==> src/hw/rtl/odp_pkg.sv <==
// Shared types and constants of the threshold or ordered-dither dot packer.
package odp_pkg;

    // Payload widths fixed by the beat formats.
    localparam int START_X_W    = 16;
    localparam int BLACK_W      = 8;
    localparam int REPEAT_W     = 6;
    localparam int BYTE_INDEX_W = 13;
    localparam int CFG_INDEX_W  = 2;
    localparam int CFG_DATA_W   = 64;

    // Default build parameters.
    localparam int DEF_MAX_REPEAT = 32;
    localparam int DEF_X_BITS     = 16;

    // Repeat counts are never taken above this, so one pixel yields at most five bytes.
    localparam int REPEAT_LIMIT = 32;

    // Threshold mode compares against the inverted threshold.
    localparam logic [3:0] THRESH_INVERT = 4'hF;

    // Register indexes of the configuration port.
    localparam logic [CFG_INDEX_W-1:0] REG_THRESHOLD   = 2'd0;
    localparam logic [CFG_INDEX_W-1:0] REG_DITHER_LOW  = 2'd1;
    localparam logic [CFG_INDEX_W-1:0] REG_DITHER_HIGH = 2'd2;

    // Dot mask for each column of a byte, leftmost pixel in the MSB.
    localparam logic [7:0] BIT_OF_COLUMN [8] = '{
        8'd128, 8'd64, 8'd32, 8'd16, 8'd8, 8'd4, 8'd2, 8'd1
    };

    // Configuration seen by the dot decision unit.
    typedef struct packed {
        logic [3:0]            threshold;
        logic [CFG_DATA_W-1:0] rows_low;
        logic [CFG_DATA_W-1:0] rows_high;
    } t_dot_cfg;

endpackage

==> src/hw/rtl/odp_in_if.sv <==
// Source pixel channel of the dot packer.
interface odp_in_if;
    import odp_pkg::*;

    logic                valid;
    logic                ready;
    logic                first_of_row;
    logic [1:0]          row_phase;
    logic [START_X_W-1:0] start_x;
    logic [BLACK_W-1:0]  black;
    logic [REPEAT_W-1:0] repeat_req;
    logic                last_of_row;

    modport source (
        output valid, first_of_row, row_phase, start_x, black, repeat_req, last_of_row,
        input  ready
    );
    modport sink (
        input  valid, first_of_row, row_phase, start_x, black, repeat_req, last_of_row,
        output ready
    );
endinterface

==> src/hw/rtl/odp_out_if.sv <==
// Packed byte channel of the dot packer.
interface odp_out_if;
    import odp_pkg::*;

    logic                    valid;
    logic                    ready;
    logic [BYTE_INDEX_W-1:0] byte_index;
    logic [7:0]              byte_bits;
    logic                    row_done;

    modport source (
        output valid, byte_index, byte_bits, row_done,
        input  ready
    );
    modport sink (
        input  valid, byte_index, byte_bits, row_done,
        output ready
    );
endinterface

==> src/hw/rtl/odp_cfg_if.sv <==
// Configuration write channel of the dot packer.
interface odp_cfg_if;
    import odp_pkg::*;

    logic                   valid;
    logic                   ready;
    logic [CFG_INDEX_W-1:0] index;
    logic [CFG_DATA_W-1:0]  data;

    modport source (
        output valid, index, data,
        input  ready
    );
    modport sink (
        input  valid, index, data,
        output ready
    );
endinterface

==> src/hw/rtl/odp_dot_unit.sv <==
// Shared dot decision unit: picks the limit and compares the pixel intensity against it.
module odp_dot_unit
    import odp_pkg::*;
(
    input  t_dot_cfg           i_cfg,
    input  logic [1:0]         i_row,
    input  logic [1:0]         i_col,
    input  logic [BLACK_W-1:0] i_black,
    output logic               o_dot
);

    logic [CFG_DATA_W-1:0] rows_word;
    logic [2:0]            entry_sel;
    logic [7:0]            matrix_entry;
    logic [7:0]            limit;

    // Rows 0 and 1 live in the low word, rows 2 and 3 in the high word.
    assign rows_word    = i_row[1] ? i_cfg.rows_high : i_cfg.rows_low;
    assign entry_sel    = {i_row[0], i_col};
    assign matrix_entry = rows_word[{entry_sel, 3'b000} +: 8];

    // A nonzero threshold overrides the dither matrix.
    always_comb begin
        if (i_cfg.threshold != 4'd0) begin
            limit = {4'd0, i_cfg.threshold ^ THRESH_INVERT};
        end else begin
            limit = matrix_entry;
        end
    end

    assign o_dot = (i_black > limit);

endmodule

==> src/hw/rtl/odp_seq.sv <==
// Pixel sequencer: expands each pixel into dots, one per unstalled cycle, packed into bytes.
module odp_seq
    import odp_pkg::*;
#(
    parameter int MAX_REPEAT = DEF_MAX_REPEAT,
    parameter int X_BITS     = DEF_X_BITS
) (
    input  logic     i_clk,
    input  logic     i_rst_n,
    input  t_dot_cfg i_cfg,
    odp_in_if.sink   i_pix,
    odp_out_if.source o_dot
);

    localparam int REPEAT_CAP = (MAX_REPEAT > REPEAT_LIMIT) ? REPEAT_LIMIT : MAX_REPEAT;
    localparam int CNT_W      = $clog2(REPEAT_CAP + 1);

    typedef enum logic [2:0] {
        S_IDLE  = 3'b001,
        S_RUN   = 3'b010,
        S_FLUSH = 3'b100
    } t_state;

    t_state                  r_state, n_state;
    logic [X_BITS-1:0]       r_x, n_x;
    logic [7:0]              r_acc, n_acc;
    logic [1:0]              r_row, n_row;
    logic [CNT_W-1:0]        r_cnt, n_cnt;
    logic [BLACK_W-1:0]      r_black, n_black;
    logic                    r_last, n_last;
    logic                    r_out_valid, n_out_valid;
    logic [BYTE_INDEX_W-1:0] r_out_index, n_out_index;
    logic [7:0]              r_out_bits, n_out_bits;
    logic                    r_out_done, n_out_done;

    logic                    dot;
    logic [7:0]              acc_with_dot;
    logic [START_X_W-1:0]    x_wide;
    logic [X_BITS-1:0]       x_next;
    logic                    slot_free;
    logic [REPEAT_W-1:0]     rep_clamped;

    odp_dot_unit u_dot (
        .i_cfg   (i_cfg),
        .i_row   (r_row),
        .i_col   (r_x[1:0]),
        .i_black (r_black),
        .o_dot   (dot)
    );

    assign acc_with_dot = dot ? (r_acc | BIT_OF_COLUMN[r_x[2:0]]) : r_acc;
    assign x_wide       = START_X_W'(r_x);
    assign x_next       = r_x + X_BITS'(1);
    assign slot_free    = !r_out_valid || o_dot.ready;

    // Repeat of zero counts as one; large repeats saturate.
    always_comb begin
        if (i_pix.repeat_req == '0) begin
            rep_clamped = REPEAT_W'(1);
        end else if (i_pix.repeat_req > REPEAT_W'(REPEAT_CAP)) begin
            rep_clamped = REPEAT_W'(REPEAT_CAP);
        end else begin
            rep_clamped = i_pix.repeat_req;
        end
    end

    assign i_pix.ready = (r_state == S_IDLE);

    assign o_dot.valid      = r_out_valid;
    assign o_dot.byte_index = r_out_index;
    assign o_dot.byte_bits  = r_out_bits;
    assign o_dot.row_done   = r_out_done;

    // Next-state logic of the sequencer and the output register.
    always_comb begin
        n_state     = r_state;
        n_x         = r_x;
        n_acc       = r_acc;
        n_row       = r_row;
        n_cnt       = r_cnt;
        n_black     = r_black;
        n_last      = r_last;
        n_out_valid = r_out_valid && !o_dot.ready;
        n_out_index = r_out_index;
        n_out_bits  = r_out_bits;
        n_out_done  = r_out_done;

        unique case (r_state)
            S_IDLE: begin
                if (i_pix.valid) begin
                    n_black = i_pix.black;
                    n_last  = i_pix.last_of_row;
                    n_cnt   = CNT_W'(rep_clamped);
                    if (i_pix.first_of_row) begin
                        n_x   = i_pix.start_x[X_BITS-1:0];
                        n_row = i_pix.row_phase;
                        n_acc = '0;
                    end
                    n_state = S_RUN;
                end
            end
            S_RUN: begin
                // A completed byte needs the output register; otherwise hold this dot.
                if (r_x[2:0] != 3'd7 || slot_free) begin
                    if (r_x[2:0] == 3'd7) begin
                        n_out_valid = 1'b1;
                        n_out_index = x_wide[START_X_W-1:3];
                        n_out_bits  = acc_with_dot;
                        n_out_done  = r_last && (r_cnt == CNT_W'(1));
                        n_acc       = '0;
                    end else begin
                        n_acc = acc_with_dot;
                    end
                    n_x   = x_next;
                    n_cnt = r_cnt - CNT_W'(1);
                    if (r_cnt == CNT_W'(1)) begin
                        if (r_last && x_next[2:0] != 3'd0) begin
                            n_state = S_FLUSH;
                        end else begin
                            n_state = S_IDLE;
                        end
                    end
                end
            end
            S_FLUSH: begin
                // The partial byte at row end closes the row.
                if (slot_free) begin
                    n_out_valid = 1'b1;
                    n_out_index = x_wide[START_X_W-1:3];
                    n_out_bits  = r_acc;
                    n_out_done  = 1'b1;
                    n_acc       = '0;
                    n_state     = S_IDLE;
                end
            end
            default: begin
                n_state = S_IDLE;
            end
        endcase
    end

    // Control and position state.
    always_ff @(posedge i_clk) begin
        if (!i_rst_n) begin
            r_state     <= S_IDLE;
            r_x         <= '0;
            r_acc       <= '0;
            r_row       <= '0;
            r_cnt       <= '0;
            r_last      <= 1'b0;
            r_out_valid <= 1'b0;
        end else begin
            r_state     <= n_state;
            r_x         <= n_x;
            r_acc       <= n_acc;
            r_row       <= n_row;
            r_cnt       <= n_cnt;
            r_last      <= n_last;
            r_out_valid <= n_out_valid;
        end
    end

    // Payload registers.
    always_ff @(posedge i_clk) begin
        r_black     <= n_black;
        r_out_index <= n_out_index;
        r_out_bits  <= n_out_bits;
        r_out_done  <= n_out_done;
    end

endmodule

==> src/hw/rtl/threshold_or_ordered_dither_packer.sv <==
// Top level of the threshold or ordered-dither dot packer with its configuration registers.
//
// Each source pixel beat is expanded into repeat_req printer dots (zero counts as one,
// values above MAX_REPEAT or 32 saturate), and each dot is decided by one shared compare
// unit, one dot per clock; a stalled output holds the sequencer only when a byte must be
// emitted. The input is not ready while a pixel is expanded or its partial byte flushed.
// A dot is set when black exceeds threshold XOR 15 (threshold nonzero) or the 4x4 dither
// matrix entry at row phase and x mod 4. Dots are packed MSB-first; every completed byte,
// and the partial byte at row end, leaves as one beat with its byte index, to be ORed into
// a cleared line buffer. The last beat of a row carries row_done. Configuration is to be
// written only while idle by the user; the block itself does not enforce this.
module threshold_or_ordered_dither_packer
    import odp_pkg::*;
#(
    parameter int MAX_REPEAT = DEF_MAX_REPEAT,
    parameter int X_BITS     = DEF_X_BITS
) (
    input  logic      i_clk,
    input  logic      i_rst_n,
    odp_cfg_if.sink   i_cfg,
    odp_in_if.sink    i_pix,
    odp_out_if.source o_dot
);

    t_dot_cfg r_cfg;

    assign i_cfg.ready = 1'b1;

    // Configuration registers; unknown indexes are ignored.
    always_ff @(posedge i_clk) begin
        if (!i_rst_n) begin
            r_cfg <= '0;
        end else if (i_cfg.valid) begin
            unique case (i_cfg.index)
                REG_THRESHOLD:   r_cfg.threshold <= i_cfg.data[3:0];
                REG_DITHER_LOW:  r_cfg.rows_low  <= i_cfg.data;
                REG_DITHER_HIGH: r_cfg.rows_high <= i_cfg.data;
                default: begin
                end
            endcase
        end
    end

    odp_seq #(
        .MAX_REPEAT (MAX_REPEAT),
        .X_BITS     (X_BITS)
    ) u_seq (
        .i_clk   (i_clk),
        .i_rst_n (i_rst_n),
        .i_cfg   (r_cfg),
        .i_pix   (i_pix),
        .o_dot   (o_dot)
    );

endmodule

==> src/flat_wrapper.sv <==
// flat-port wrapper written by rule: the top's interface ports become plain ports
module threshold_or_ordered_dither_packer_flat import odp_pkg::*;
#(
    parameter int MAX_REPEAT = DEF_MAX_REPEAT,
    parameter int X_BITS     = DEF_X_BITS
)
  (i_clk, i_rst_n, i_cfg_valid, i_cfg_index, i_cfg_data, i_cfg_ready, i_pix_valid, i_pix_first_of_row, i_pix_row_phase, i_pix_start_x, i_pix_black, i_pix_repeat_req, i_pix_last_of_row, i_pix_ready, o_dot_valid, o_dot_byte_index, o_dot_byte_bits, o_dot_row_done, o_dot_ready);
  odp_cfg_if i_cfg_i ();
  odp_in_if i_pix_i ();
  odp_out_if o_dot_i ();
  input  logic i_clk;
  input  logic i_rst_n;
  input wire logic [$bits(i_cfg_i.valid)-1:0] i_cfg_valid;
  input wire logic [$bits(i_cfg_i.index)-1:0] i_cfg_index;
  input wire logic [$bits(i_cfg_i.data)-1:0] i_cfg_data;
  output wire logic [$bits(i_cfg_i.ready)-1:0] i_cfg_ready;
  input wire logic [$bits(i_pix_i.valid)-1:0] i_pix_valid;
  input wire logic [$bits(i_pix_i.first_of_row)-1:0] i_pix_first_of_row;
  input wire logic [$bits(i_pix_i.row_phase)-1:0] i_pix_row_phase;
  input wire logic [$bits(i_pix_i.start_x)-1:0] i_pix_start_x;
  input wire logic [$bits(i_pix_i.black)-1:0] i_pix_black;
  input wire logic [$bits(i_pix_i.repeat_req)-1:0] i_pix_repeat_req;
  input wire logic [$bits(i_pix_i.last_of_row)-1:0] i_pix_last_of_row;
  output wire logic [$bits(i_pix_i.ready)-1:0] i_pix_ready;
  output wire logic [$bits(o_dot_i.valid)-1:0] o_dot_valid;
  output wire logic [$bits(o_dot_i.byte_index)-1:0] o_dot_byte_index;
  output wire logic [$bits(o_dot_i.byte_bits)-1:0] o_dot_byte_bits;
  output wire logic [$bits(o_dot_i.row_done)-1:0] o_dot_row_done;
  input wire logic [$bits(o_dot_i.ready)-1:0] o_dot_ready;
  assign i_cfg_i.valid = i_cfg_valid;
  assign i_cfg_i.index = i_cfg_index;
  assign i_cfg_i.data = i_cfg_data;
  assign i_cfg_ready = i_cfg_i.ready;
  assign i_pix_i.valid = i_pix_valid;
  assign i_pix_i.first_of_row = i_pix_first_of_row;
  assign i_pix_i.row_phase = i_pix_row_phase;
  assign i_pix_i.start_x = i_pix_start_x;
  assign i_pix_i.black = i_pix_black;
  assign i_pix_i.repeat_req = i_pix_repeat_req;
  assign i_pix_i.last_of_row = i_pix_last_of_row;
  assign i_pix_ready = i_pix_i.ready;
  assign o_dot_valid = o_dot_i.valid;
  assign o_dot_byte_index = o_dot_i.byte_index;
  assign o_dot_byte_bits = o_dot_i.byte_bits;
  assign o_dot_row_done = o_dot_i.row_done;
  assign o_dot_i.ready = o_dot_ready;
  threshold_or_ordered_dither_packer #(.MAX_REPEAT(MAX_REPEAT), .X_BITS(X_BITS)) u_core (.i_clk(i_clk), .i_rst_n(i_rst_n), .i_cfg(i_cfg_i), .i_pix(i_pix_i), .o_dot(o_dot_i));
endmodule
==> config.mk <==
export PLATFORM = sky130hd
export DESIGN_NAME = threshold_or_ordered_dither_packer_flat
export DESIGN_NICKNAME = d
export VERILOG_FILES = /design/src/hw/rtl/odp_pkg.sv /design/src/hw/rtl/odp_in_if.sv /design/src/hw/rtl/odp_out_if.sv /design/src/hw/rtl/odp_cfg_if.sv /design/src/hw/rtl/odp_dot_unit.sv /design/src/hw/rtl/odp_seq.sv /design/src/hw/rtl/threshold_or_ordered_dither_packer.sv /design/src/flat_wrapper.sv
export SDC_FILE = /design/constraint.sdc
export NUM_CORES = 1
export LEC_CHECK = 0
export BUFFER_PORTS_ARGS = -buffer_cell sky130_fd_sc_hd__buf_2
export CAP_MARGIN = 25
export CORE_MARGIN = 2
export CORE_UTILIZATION = 35
export CTS_BUF_LIST = sky130_fd_sc_hd__clkbuf_16
export CTS_CLUSTER_DIAMETER = 150
export DETAILED_ROUTE_END_ITERATION = 8
export GPL_ROUTABILITY_DRIVEN = 0
export SLEW_MARGIN = 10
export SYNTH_ARGS = -nofsm -noshare
export SYNTH_HDL_FRONTEND = slang
export SYNTH_SLANG_ARGS = --single-unit
==> constraint.sdc <==
create_clock -name i_clk -period 3.7 [get_ports i_clk]
set_input_delay 0.185 -clock i_clk [delete_from_list [all_inputs] [get_ports i_clk]]
set_output_delay 0.185 -clock i_clk [all_outputs]
set_load 0.02 [all_outputs]
### Yosys cells after proc, flatten, opt, wreduce, memory -nomap -nowiden

Memory sizes are Yosys's and may differ from the RTL's.
Index checks and enable logic that the tools add are counted.

| word-level totals | value |
|---|---|
| flip-flop bits (word level) | 199 |
| bits in read-only memories | 64 |
| input port bits | 105 |
| output and inout bits | 25 |
| word-level logic and storage cells | 104 |
| memories | 1 |

Memory list:

| name | depth | width | read ports | clocked after memory_dff | wr ports | line | RTL |
|---|---|---|---|---|---|---|---|
| (name not given) | 8 | 8 | 1 | 0 | 0 | odp_seq.sv:51 | `assign acc_with_dot = dot ? (r_acc \| BIT_OF_COLUMN[r_x[2:0]]) : r_acc;` |

| cells by class | value |
|---|---|
| $add $sub $neg | 2 |
| order comparisons | 3 |
| eq/ne operators | 14 |
| shift operators | 1 |
| muxes and demuxes | 42 |
| bitwise operators | 3 |
| reduce and logical (&&, ||, !) cells | 24 |

Operator list:

| cell | count |
|---|---|
| 8-bit two-way mux | 12 |
| 64-bit two-way mux | 1 |
| 64-bit by 7-bit indexed part select with 8-bit output | 1 |
| 16-bit two-way mux | 3 |
| 13-bit two-way mux | 3 |
| 16-bit one-hot mux with 2 select lines | 1 |
| 13-bit one-hot mux with 2 select lines | 1 |
| 6-bit two-way mux | 4 |
| 8-bit one-hot mux with 3 select lines | 1 |
| 16-bit by 1-bit adder with 16-bit output, second input constant | 1 |
| 8-bit one-hot mux with 2 select lines | 1 |
| 3-bit two-way mux | 5 |
| 2-bit inequality test, second input constant | 6 |
| 6-bit one-hot mux with 2 select lines | 1 |
| 4-bit AND reduction | 3 |
| 3-bit one-hot mux with 3 select lines | 1 |
| 8-bit greater-than comparator | 1 |
| 8-bit bitwise OR | 1 |
| 2-bit AND reduction | 4 |
| 3-bit equality test, second input constant | 2 |
| 6-bit by 1-bit equality test with 1-bit output, second input constant | 1 |
| 6-bit greater-than comparator, second input constant | 1 |
| 6-bit zero test | 1 |
| 1-bit two-way mux | 6 |
| other kinds (19) | 27 |

### Depth between registers and ports, before layout

Gate-level depths: netlist of the first run.

| logic depth | value |
|---|---|
| depth after elaboration | 9 |
| gate-level depth with buffers | 15 |
| depth with buffers taken out | 12 |

### Modules after synthesis

From an unflattened synthesis of the first run, not the netlist that was laid out.

| second synthesis, totals | value |
|---|---|
| cell total of the unflattened synthesis | 940 |
| area, all modules | 9,635.5 µm² |

By module, submodules not included:

| module | instances | cells each | area each (µm²) | seq. area each (µm²) |
|---|---|---|---|---|
| threshold_or_ordered_dither_packer | 1 | 501 | 5,053.6 | 2,642.5 |
| odp_seq | 1 | 326 | 3,234.4 | 1,641.6 |
| odp_dot_unit | 1 | 113 | 1,347.5 | 0.0 |

### Worst setup path after synthesis of the first run

Ideal clock, no wire load.

| path | value |
|---|---|
| path kind | reg2reg |
| start | register u_core.u_seq.r_x[1] |
| end | register u_core.u_seq.r_out_bits[1] (netlist: u_core.u_seq.o_dot.byte_bits[1]) (data pin) |
| library setup time | 0.256 ns |
| data arrival time | 3.351 ns |
| data required time | 3.444 ns |
| path slack | 0.093 ns |
| cell stages (with the launch flop) | 13 |
| buffers on the path | 3 |
| period minus slack after synthesis | 3.607 ns |
| cells stage by stage | dfxtp_1 clkbuf_1 clkbuf_1 mux4_2 mux4_2 nand2_1 ha_1 a211oi_1 nor2_1 a211o_1 and3_1 clkbuf_1 a31o_2 |

| on the way | value |
|---|---|
| word-level cells in the longest chain between the ends | 9 |
| elaborated cells between the ends (all ways) | 12 |
| those cells by class | 1 x order compare; 1 x shift; 7 x mux; 2 x bitwise; 1 x memory |

Ends and longest elaborated chain:

| element | line | RTL |
|---|---|---|
| start, declared | odp_seq.sv:25 | `logic [X_BITS-1:0] r_x, n_x;` |
| start signal, assigned | odp_seq.sv:154 | `r_x <= n_x;` |
| parallel branches: the longest is 5 deep, another holds 8-bit greater-than comparator | n/a |  |
| 8-bit two-way mux * | odp_seq.sv:51 |  |
| 8-bit two-way mux * | odp_seq.sv:105 | `if (r_x[2:0] == 3'd7) begin` |
| 8-bit two-way mux * | odp_seq.sv:104 | `if (r_x[2:0] != 3'd7 \|\| slot_free) begin` |
| 8-bit one-hot mux with 2 select lines * | odp_seq.sv:88 | `unique case (r_state)` |
| via u_core.u_seq.n_out_bits[1] | odp_seq.sv:33 | `logic [7:0] r_out_bits, n_out_bits;` |
| end signal, assigned | odp_seq.sv:167 | `r_out_bits <= n_out_bits;` |
| end, declared | odp_seq.sv:33 |  |

Mark *: on every way through the listed nets, which the timed path passes. The select of a mux whose other input is x is not followed.
A chain may end at the register's enable or synchronous reset.

### Final worst setup path of the first run

| path | value |
|---|---|
| start | register u_core.u_seq.r_x[1] |
| end | register u_core.u_seq.r_out_bits[3] (netlist: u_core.u_seq.o_dot.byte_bits[3]) (data pin) |

Same word-level chain as after synthesis.

==> metrics.yaml, run 1 <==
final_antenna_net_count: 0
cts_buffers: 17
start_util_pct: 35.4
ys.flop_type: "dfxtp_1"
fin_crit_sh_pct: 90.4
hpwl_um: 17400
synth_xor_area_share_pct: 0
die_h_um: 163
finalPower_mw: 4.87
r2r_slack_ns: 0.36
worst_pin_slew_ns: 0.823
synth-compound-area-share_pct: 16.4
ir_drop_mv: 0.271
seq_area_um2: 4290
cp_max_fo: 22
vias: 7460
synth_edf_count: 30
slew_violations: 0
final.setup.tns_ns: 0
worstSetupStartpointType: "flop"
postSynth.asyncResetShare_pct: 0
crit_top_cell: "mux4_2"
ys_seq_area_share_pct: 48.3
fmax_mhz: 299
wl_per_cell_um: 17.2
yosys.cell_types.count: 55
design.die.area_um2: 26600
yosys.area_share.simple_pct: 19.0
nNetsFinal: 1245
period_minus_slack_ns: 3.34
grt_max_degree: 65
track_usage_pct: 19.3
drt-initial-drc-count: 446
maxCapViolCount: 0
port_buffers: 128
slowest_delay_ns: 0.52
cp_top_family: "multiplexers"
die_w_um: 163
drive_above_1_share_pct: 20.9
multiInputGateArea_um2: 4300
synth_area_leaders: "dfxtp_1 38%, nand2_1 13%, edfxtp_1 10%"
fin_util_pct: 43.8
synth.avg_cell_area_um2: 9.09
rows: 58
synthToLayoutAreaGrowth_pct: 23.5
worstPathCellList: "buf_12 > mux4_2 > mux4_2 > nand2_1 > ha_1 > a211oi_1 > nor2_1 > a211o_1 > and3_2 > a31o_2"
final_cells: 1466
viasPerCell: 5.09
power.leakage_nw: 4.10
end_kind: "flop"
rsz0062_at_grt: "false"
drcViolationCount: 0
io_pins: 130
synth_top_family_by_area: "simple AND/OR/NAND/NOR gates"
clock_path_buffers: 2
path_buf_inv: 1
hold_violations: 0
clkLatencyLatePin_ns: 0.44
first_pass_iters: 5
cts_tree: "built"
finalSetupViolCount: 0
synth_nets: 1098
synth_mux_area_share_pct: 10.4
final.setup_skew_ns: 0.00993
hold_path.class: "in2reg"
grt_pass1_vias: 7215
h-tree-depth: 4
ys_warn_count: 0
critPathSlowestCell: "mux4_2"
grt_first_pass_wirelength_um: 39600
status: "complete, no violations"
worstSetupPathType: "reg2reg"
post-cts-setup-buffer-count: 0
cts.sinks: 199
cts-root-buf: "clkbuf_16"
fill_cells: 2469
synth_top_area_share_pct: 38.1
antenna_found_initial: 0
core_area_um2: 25000
required_ns: 3.89
synth_cells: 976
syn_area_um2: 8870
synth_top_cell_by_area: "dfxtp_1"
cts.clk_slew.worst_paths_ns: 0.07
yosys_register_bits: 199
synthAdderAreaFrac_pct: 2.40
overflow: 0
relSlewSlack_pct: 45.0
dp_cells: 1384
p_per_area_nw_per_um2: 444
diodes: 0
arrival_ns: 3.53
wl_um: 25200
-- cells in the mapped netlist (all sizes together), types with 2 or more instances --
cell type and n:
a211oi 10, a21boi 66, a21o 4, a21oi 89
a311oi 2, a31o 7, a31oi 3, a32oi 3
and2 11, and3 3, and4 2, buf 8
clkbuf 60, dfxtp 169, edfxtp 30, ha 17
inv 10, mux2 3, mux2i 8, mux4 36
nand2 298, nand2b 3, nand3 7, nand3b 2
nand4 4, nor2 42, nor2b 5, nor3 11
nor3b 7, nor4 3, o211a 2, o211ai 2
o21ai 30, o22ai 3
-- power breakdown --
group	internal (mW)	total, mW	switching [mW]
clock network	1.03	1.91	0.878
logic	0.273	0.603	0.331
registers	2.28	2.36	0.0745
total	3.59	4.87	1.28
-- metal layers --
| metal | wire (um) | GRT usage [%] | vias to the layer above |
|---|---|---|---|
| met4 | 595 | 6.88 | 0 |
| met3 | 1340 | 3.30 | 27 |
| li1 | - | - | 3667 |
| met2 | 12400 | 32.9 | 209 |
| met1 | 10900 | 24.5 | 3557 |
| met5 | 0 | 0 | - |
-- layout by cell type (no fill, tap or decap), types with 3 or more instances in the layout --
cell type,Yosys,layout
nor3b_1,7,6
o21ai_0,30,30
clkinv_4,0,3
nand3_1,7,7
buf_4,1,16
a21o_1,4,4
mux2i_1,8,8
a32oi_1,3,3
inv_8,0,3
clkbuf_16,0,20
a31oi_1,3,3
and2_1,9,9
inv_6,0,3
nor2b_1,5,5
mux2_2,3,3
o22ai_1,3,3
dfxtp_1,169,168
nor2_1,42,40
nor3_1,11,11
nor4_1,3,3
mux4_2,36,36
a211oi_1,10,10
a21boi_0,65,65
nand4_1,4,4
ha_1,17,17
nand2_1,297,297
buf_2,7,128
a31o_2,7,7
edfxtp_1,30,30
nand2b_1,3,3
a21oi_1,89,89
inv_1,8,9
dlygate4sd3_1,0,49
-- stage by stage --
step / hold slack (ns) / worst slack, ns / instance area (um2)
floorplan: 0.284 / 0.0929 / 8870
global placement: 0.364 / 0.413 / 9830
detailed placement: 0.373 / 0.314 / 9830
CTS: 0.000257 / 0.286 / 10900
global route: 0.0123 / 0.0671 / 11000
finish: 0.0127 / 0.357 / 11000
-- tightest hold or removal path: stages --
cell and delay (ns):
buf_2 0.11, nand2_1 0.05, a21oi_1 0.05
-- flip-flops by register name, indices dropped and copies added, names as in the netlist --
name                           flops
u_core.u_seq.r_black               8
u_core.u_seq.r_state               3
u_core.u_seq.r_acc                 8
u_core.u_seq.o_dot.valid           1
u_core.u_seq.o_dot.row_done        1
u_core.u_seq.r_cnt                 6
u_core.u_seq.r_last                1
u_core.u_seq.o_dot.byte_index     13
u_core.u_seq.r_row                 2
u_core.r_cfg                     132
u_core.u_seq.r_x                  16
u_core.u_seq.o_dot.byte_bits       8
-- area by class of cell --
| cell class | count | share of cell area (%) |
|---|---|---|
| inverter | 10 | 0.343 |
| clock buffer | 19 | 4.34 |
| tap | 330 | 3.77 |
| timing repair buffer | 196 | 12.0 |
| multi-input combinational | 699 | 39.2 |
| sequential | 199 | 39.1 |
| clock inverter | 13 | 1.20 |
-- worst paths after layout --
kind,from,end,cells after the start
hold / removal,i_cfg_data[21],u_core.r_cfg[85]$_SDFFE_PN0P_,3
setup / recovery,u_core.u_seq.r_x[1]$_SDFFE_PN0P_,u_core.u_seq.o_dot.byte_bits[3]$_DFFE_PP_,10
hold reg to reg,u_core.r_cfg[65]$_SDFFE_PN0P_,u_core.r_cfg[65]$_SDFFE_PN0P_,2
setup reg to reg,u_core.u_seq.r_x[1]$_SDFFE_PN0P_,u_core.u_seq.o_dot.byte_bits[3]$_DFFE_PP_,10
-- logic make-up after synthesis --
logic type	count (synthesis)
compound gates	230
fa+ha+maj	17
buf+inv	78
flops	199
mux	47
other cells	1
simple gates	404
-- timing repair --
item | in CTS | in global routing
gates resized for setup | 0 | 2
endpoints found under the hold margin | 68 | 0
hold buffers | 49 | 0
endpoints found under the setup margin | 0 | 6
Power figures use the tool's default switching activity.
==> inputs of run 2 (changes only) <==
==> constraint.sdc (replaced) <==
create_clock -name i_clk -period 4 [get_ports i_clk]
set_input_delay 0.2 -clock i_clk [delete_from_list [all_inputs] [get_ports i_clk]]
set_output_delay 0.2 -clock i_clk [all_outputs]
set_load 0.02 [all_outputs]
==> run 2 against run 1 <==
Net effect: routed wire length about the same; critical path depth stayed put; maximum frequency decreased by 3.8%; cell count down 2.3%; worst hold slack better by 0.0026 ns; combinational power down 13%; die area unchanged; critical endpoint is now u_core.u_seq.o_dot.byte_bits[6]$_DFFE_PP_.
==> metrics.yaml, run 2 (synthesis gave the netlist of run 1 again) <==
drt-initial-drc-count: 622
relSlewSlack_pct: 37.6
die_w_um: 163
hpwl_um: 17700
overflow: 0
largest_reg_flops: 132
dp_cells: 1382
final_cell_mix: "297 x nand2_1, 169 x dfxtp_1, 128 x buf_2"
final_cells: 1433
final_common_cell: "nand2_1"
hold_violations: 0
cts_tree: "built"
wl_um: 25300
viasPerCell: 5.12
finalSetupViolCount: 0
vias: 7338
worstSetupStartpointType: "flop"
final.setup.tns_ns: 0
diodes: 0
synthToLayoutAreaGrowth_pct: 19.0
rr_worst_depth: 10
track_usage_pct: 19.2
arrival_ns: 3.67
maxCapViolCount: 0
core_area_um2: 25000
cts.clk_slew.worst_paths_ns: 0.07
status: "complete, no violations"
place_area_um2: 9810
clkLatencyLatePin_ns: 0.43
wl_met2_um: 12500
worst_pin_slew_ns: 0.936
drcViolationCount: 0
fin_util_pct: 42.2
required_ns: 4.19
holdPathStages: 3
rows: 58
setup_ws_ns: 0.524
design.die.area_um2: 26600
period_minus_slack_ns: 3.48
m1WireLength_um: 10800
rsz0062_at_grt: "false"
drive_above_1_share_pct: 20.8
port_buffers: 128
fmax_mhz: 288
nNetsFinal: 1212
hold_path.class: "in2reg"
worstSetupPathType: "reg2reg"
multiInputGateArea_um2: 4300
wl_per_cell_um: 17.6
post-cts-setup-buffer-count: 0
grt_first_pass_wirelength_um: 39200
fill_cells: 2513
p_per_area_nw_per_um2: 414
regMostFlops: "u_core.r_cfg"
cts-resized-gates: 0
first_pass_iters: 5
end_kind: "flop"
final_area_um2: 10600
io_pins: 130
slew_violations: 0
reg2reg_from: "u_core.u_seq.r_x[1]$_SDFFE_PN0P_"
cts-root-buf: "clkbuf_16"
ir_drop_mv: 0.215
fin_crit_sh_pct: 86.9
dr.max_layer_used: "met4"
seq_area_um2: 4280
clock_path_buffers: 2
power.leakage_nw: 3.93
worstHoldStart: "i_cfg_data[60]"
h-tree-depth: 4
met3_length_um: 1450
r2r_slack_ns: 0.52
grt_pass1_vias: 6981
die_h_um: 163
cp_max_fo: 27
place_ws_ns: 0.517
startpoint: "u_core.u_seq.r_x[1]$_SDFFE_PN0P_"
grt_max_degree: 70
final_antenna_net_count: 0
antenna_found_initial: 0
start_util_pct: 35.4
cts.sinks: 199
cts_buffers: 17
final.setup_skew_ns: 0.0105
==> run 2: cell count changes in the layout (fill, tap and decap cells not counted), sizes merged <==
cell,before,now
clkinvlp,0,1
inv,18,16
buf,146,144
dlygate4sd3,49,19
clkinv,4,6
clkbuf,20,18
==> run 2: layout make-up <==
| type | instances | area share (%) |
|---|---|---|
| clock buffers | 18 | 4.27 |
| clock inverters | 14 | 1.05 |
| inverters | 10 | 0.356 |
| multi-input cells | 699 | 40.7 |
| flip-flops and latches | 199 | 40.6 |
| well taps | 330 | 3.91 |
| repair buffers | 163 | 9.13 |
==> run 2: routing by layer <==
layer  vias up  global-route usage (%)
li1       3607                       -
met1      3505                    24.6
met2       202                    32.5
met3        24                    4.22
met4         0                    5.75
met5         -                       0
==> run 2: critical path, cell delays in order, from the launching register on <==
cell,delay (ns)
dfxtp_1,0.31
buf_4,0.36
mux4_2,0.57
mux4_2,0.49
nand2_1,0.09
ha_1,0.23
a211oi_1,0.24
nor2_1,0.07
a211o_1,0.29
and3_1,0.27
a31o_2,0.28
==> run 2: path summary, 6_finish.rpt <==
check                                               to
max          u_core.u_seq.o_dot.byte_bits[6]$_DFFE_PP_
min                     u_core.r_cfg[124]$_SDFFE_PN0P_
max reg2reg  u_core.u_seq.o_dot.byte_bits[6]$_DFFE_PP_
min reg2reg             u_core.r_cfg[125]$_SDFFE_PN0P_
==> run 2: repair_timing <==
action | CTS | global route
endpoints found under the hold margin | 19 | 0
hold buffers | 19 | 0
endpoints found under the setup margin | 0 | 0
==> run 2: report_power, final <==
group          switching, mW  internal, mW  total (mW)
sequential            0.0677          2.11        2.18
clock                  0.776         0.891        1.67
combinational          0.299         0.224       0.522
total                   1.14          3.23        4.37
==> run 2: through the flow <==
| step | total power [mW] | hold WS (ns) |
|---|---|---|
| floorplan | 2.54 | 0.299 |
| finish | 4.37 | 0.0154 |
| detailed placement | 2.73 | 0.385 |
| global placement | 2.72 | 0.380 |
| CTS | 4.40 | 0.0000627 |
| global route | 4.55 | 0.00185 |
==> inputs of run 3 (changes only) <==
--- a/config.mk
+++ b/config.mk
@@ -7,12 +7,13 @@
 export LEC_CHECK = 0
 export BUFFER_PORTS_ARGS = -buffer_cell sky130_fd_sc_hd__buf_2
 export CAP_MARGIN = 25
-export CORE_MARGIN = 2
-export CORE_UTILIZATION = 35
+export CORE_MARGIN = 5
+export CORE_UTILIZATION = 62
 export CTS_BUF_LIST = sky130_fd_sc_hd__clkbuf_16
 export CTS_CLUSTER_DIAMETER = 150
 export DETAILED_ROUTE_END_ITERATION = 8
 export GPL_ROUTABILITY_DRIVEN = 0
+export PLACE_DENSITY_LB_ADDON = 0.08
 export SLEW_MARGIN = 10
 export SYNTH_ARGS = -nofsm -noshare
 export SYNTH_HDL_FRONTEND = slang
==> run 3 against run 2 <==
Net effect: core utilization grew 32 points; first-iteration DRC count shrank 2.3%; clock-buffer cell count decreased by 1; cell area down 2.3%; combinational power fell by 1%; clock power barely moved; critical path depth did not move; setup slack gained 0.063 ns; sequential share of layout area grew 0.96 points; critical endpoint is now u_core.u_seq.o_dot.byte_bits[5]$_DFFE_PP_.
==> metrics.yaml, run 3 (synthesis gave the netlist of run 1 again) <==
p_per_area_nw_per_um2: 420
rsz0062_at_grt: "false"
port_buffers: 128
core_area_um2: 13900
status: "complete, no violations"
arrival_ns: 3.60
h-tree-depth: 4
hpwl_um: 15500
cts.clk_slew.worst_paths_ns: 0.07
synthToLayoutAreaGrowth_pct: 16.3
viasPerCell: 5.84
seqPwrFrac_pct: 50.2
clkLatencyLatePin_ns: 0.43
switching_power_mw: 1.09
fill_cells: 1083
final.setup.tns_ns: 0
start_util_pct: 63.7
cts.sinks: 199
final_area_um2: 10300
largest_reg_flops: 132
hold_ws_ns: 0.0149
power.leakage_nw: 3.89
hold_path.class: "in2reg"
grt_pass1_vias: 7160
drcViolationCount: 0
wl_per_cell_um: 17.8
ir_drop_mv: 0.310
nNetsFinal: 1206
final.setup_skew_ns: 0.00468
first_pass_iters: 5
maxCapViolCount: 0
rows: 43
overflow: 0
diodes: 0
clock_path_buffers: 2
required_ns: 4.19
worstSetupStartpointType: "flop"
switching_share_pct: 25.2
p_comb_share_pct: 11.9
io_pins: 130
cts_tree: "built"
p_clk_share_pct: 37.9
worst_pin_slew_ns: 1.01
finalPower_mw: 4.33
grt_max_degree: 72
track_usage_pct: 27.5
antenna_found_initial: 0
relSlewSlack_pct: 32.5
hold_violations: 0
fin_util_pct: 74.0
cts_buffers: 17
final_cell_mix: "297 x nand2_1, 169 x dfxtp_1, 128 x buf_2"
period_minus_slack_ns: 3.41
fin_crit_sh_pct: 85.3
worstHoldStart: "i_cfg_data[26]"
startpoint: "u_core.u_seq.r_x[1]$_SDFFE_PN0P_"
regMostFlops: "u_core.r_cfg"
place_area_um2: 9600
finalSetupViolCount: 0
cts-root-buf: "clkbuf_16"
grt_first_pass_wirelength_um: 36000
slew_violations: 0
die_w_um: 130
drive_above_1_share_pct: 20.6
reg2reg_from: "u_core.u_seq.r_x[1]$_SDFFE_PN0P_"
drt-initial-drc-count: 608
die_h_um: 130
cp_max_fo: 18
wl_um: 22700
vias: 7459
p_int_mw: 3.24
design.die.area_um2: 16800
worstSetupPathType: "reg2reg"
final_antenna_net_count: 0
end_kind: "flop"
fmax_mhz: 293
final_common_cell: "nand2_1"
## run 3: cell types whose count changed in the layout (fill, tap and decap cells not counted)
cell / previous run / this run
clkinv_1: 0 / 4
inv_1: 12 / 9
dlygate4sd3_1: 19 / 15
clkinvlp_4: 1 / 2
buf_4: 15 / 13
clkinv_4: 3 / 1
clkbuf_16: 18 / 17
bufinv_16: 1 / 2
## run 3: what timing repair did
item / 4_1_cts / 5_1_grt
endpoints found under the hold margin: 15 / 0
setup buffers: 0 / 0
hold buffers: 15 / 0
gates resized for setup: 0 / 0
## run 3: worst max-delay path, cell delays in order (launching register included)
cell and delay (ns):
dfxtp_1 0.31, buf_4 0.30, mux4_2 0.55, mux4_2 0.50, nand2_1 0.09, ha_1 0.23, a211oi_1 0.25, nor2_1 0.08
a211o_1 0.30, and3_1 0.27, a31o_2 0.29
## run 3: cell type report
type | instances | area, um2 | share of cell area (%)
clock inverter | 15 | 135 | 1.31
tap | 180 | 225 | 2.18
multi-input combinational | 699 | 4300 | 41.7
clock buffer | 17 | 425 | 4.12
sequential | 199 | 4280 | 41.5
inverter | 10 | 37.5 | 0.364
timing repair buffer | 157 | 908 | 8.81
## run 3: routing by layer
metal	GRT usage [%]	wire, um	vias to the layer above
met5	0	0	-
met4	12.0	744	0
met3	4.70	1650	55
met2	48.8	11600	312
met1	32.9	8720	3492
li1	-	-	3600
## run 3: final timing paths
check,slack [ns],end,cells past startpoint
worst max-delay path,0.59,u_core.u_seq.o_dot.byte_bits[5]$_DFFE_PP_,10
worst min-delay path,0.01,u_core.r_cfg[90]$_SDFFE_PN0P_,3
worst max register to register,0.59,u_core.u_seq.o_dot.byte_bits[5]$_DFFE_PP_,10
worst min register to register,0.46,u_core.r_cfg[2]$_SDFFE_PN0P_,2
## run 3: per-stage QoR
step                cells  setup slack [ns]
finish               1277             0.586
global route         1277             0.391
CTS                  1277             0.583
detailed placement   1230             0.595
global placement     1230             0.671
floorplan             976             0.393
## run 3: power by group through the flow
stage	Clock, mW	Sequential, mW	Combinational [mW]
after global placement	0	2.22	0.489
after floorplan	0	2.19	0.347
final	1.64	2.18	0.515
after CTS	1.66	2.18	0.514
after global routing	1.73	2.18	0.573
after detailed placement	0	2.22	0.499
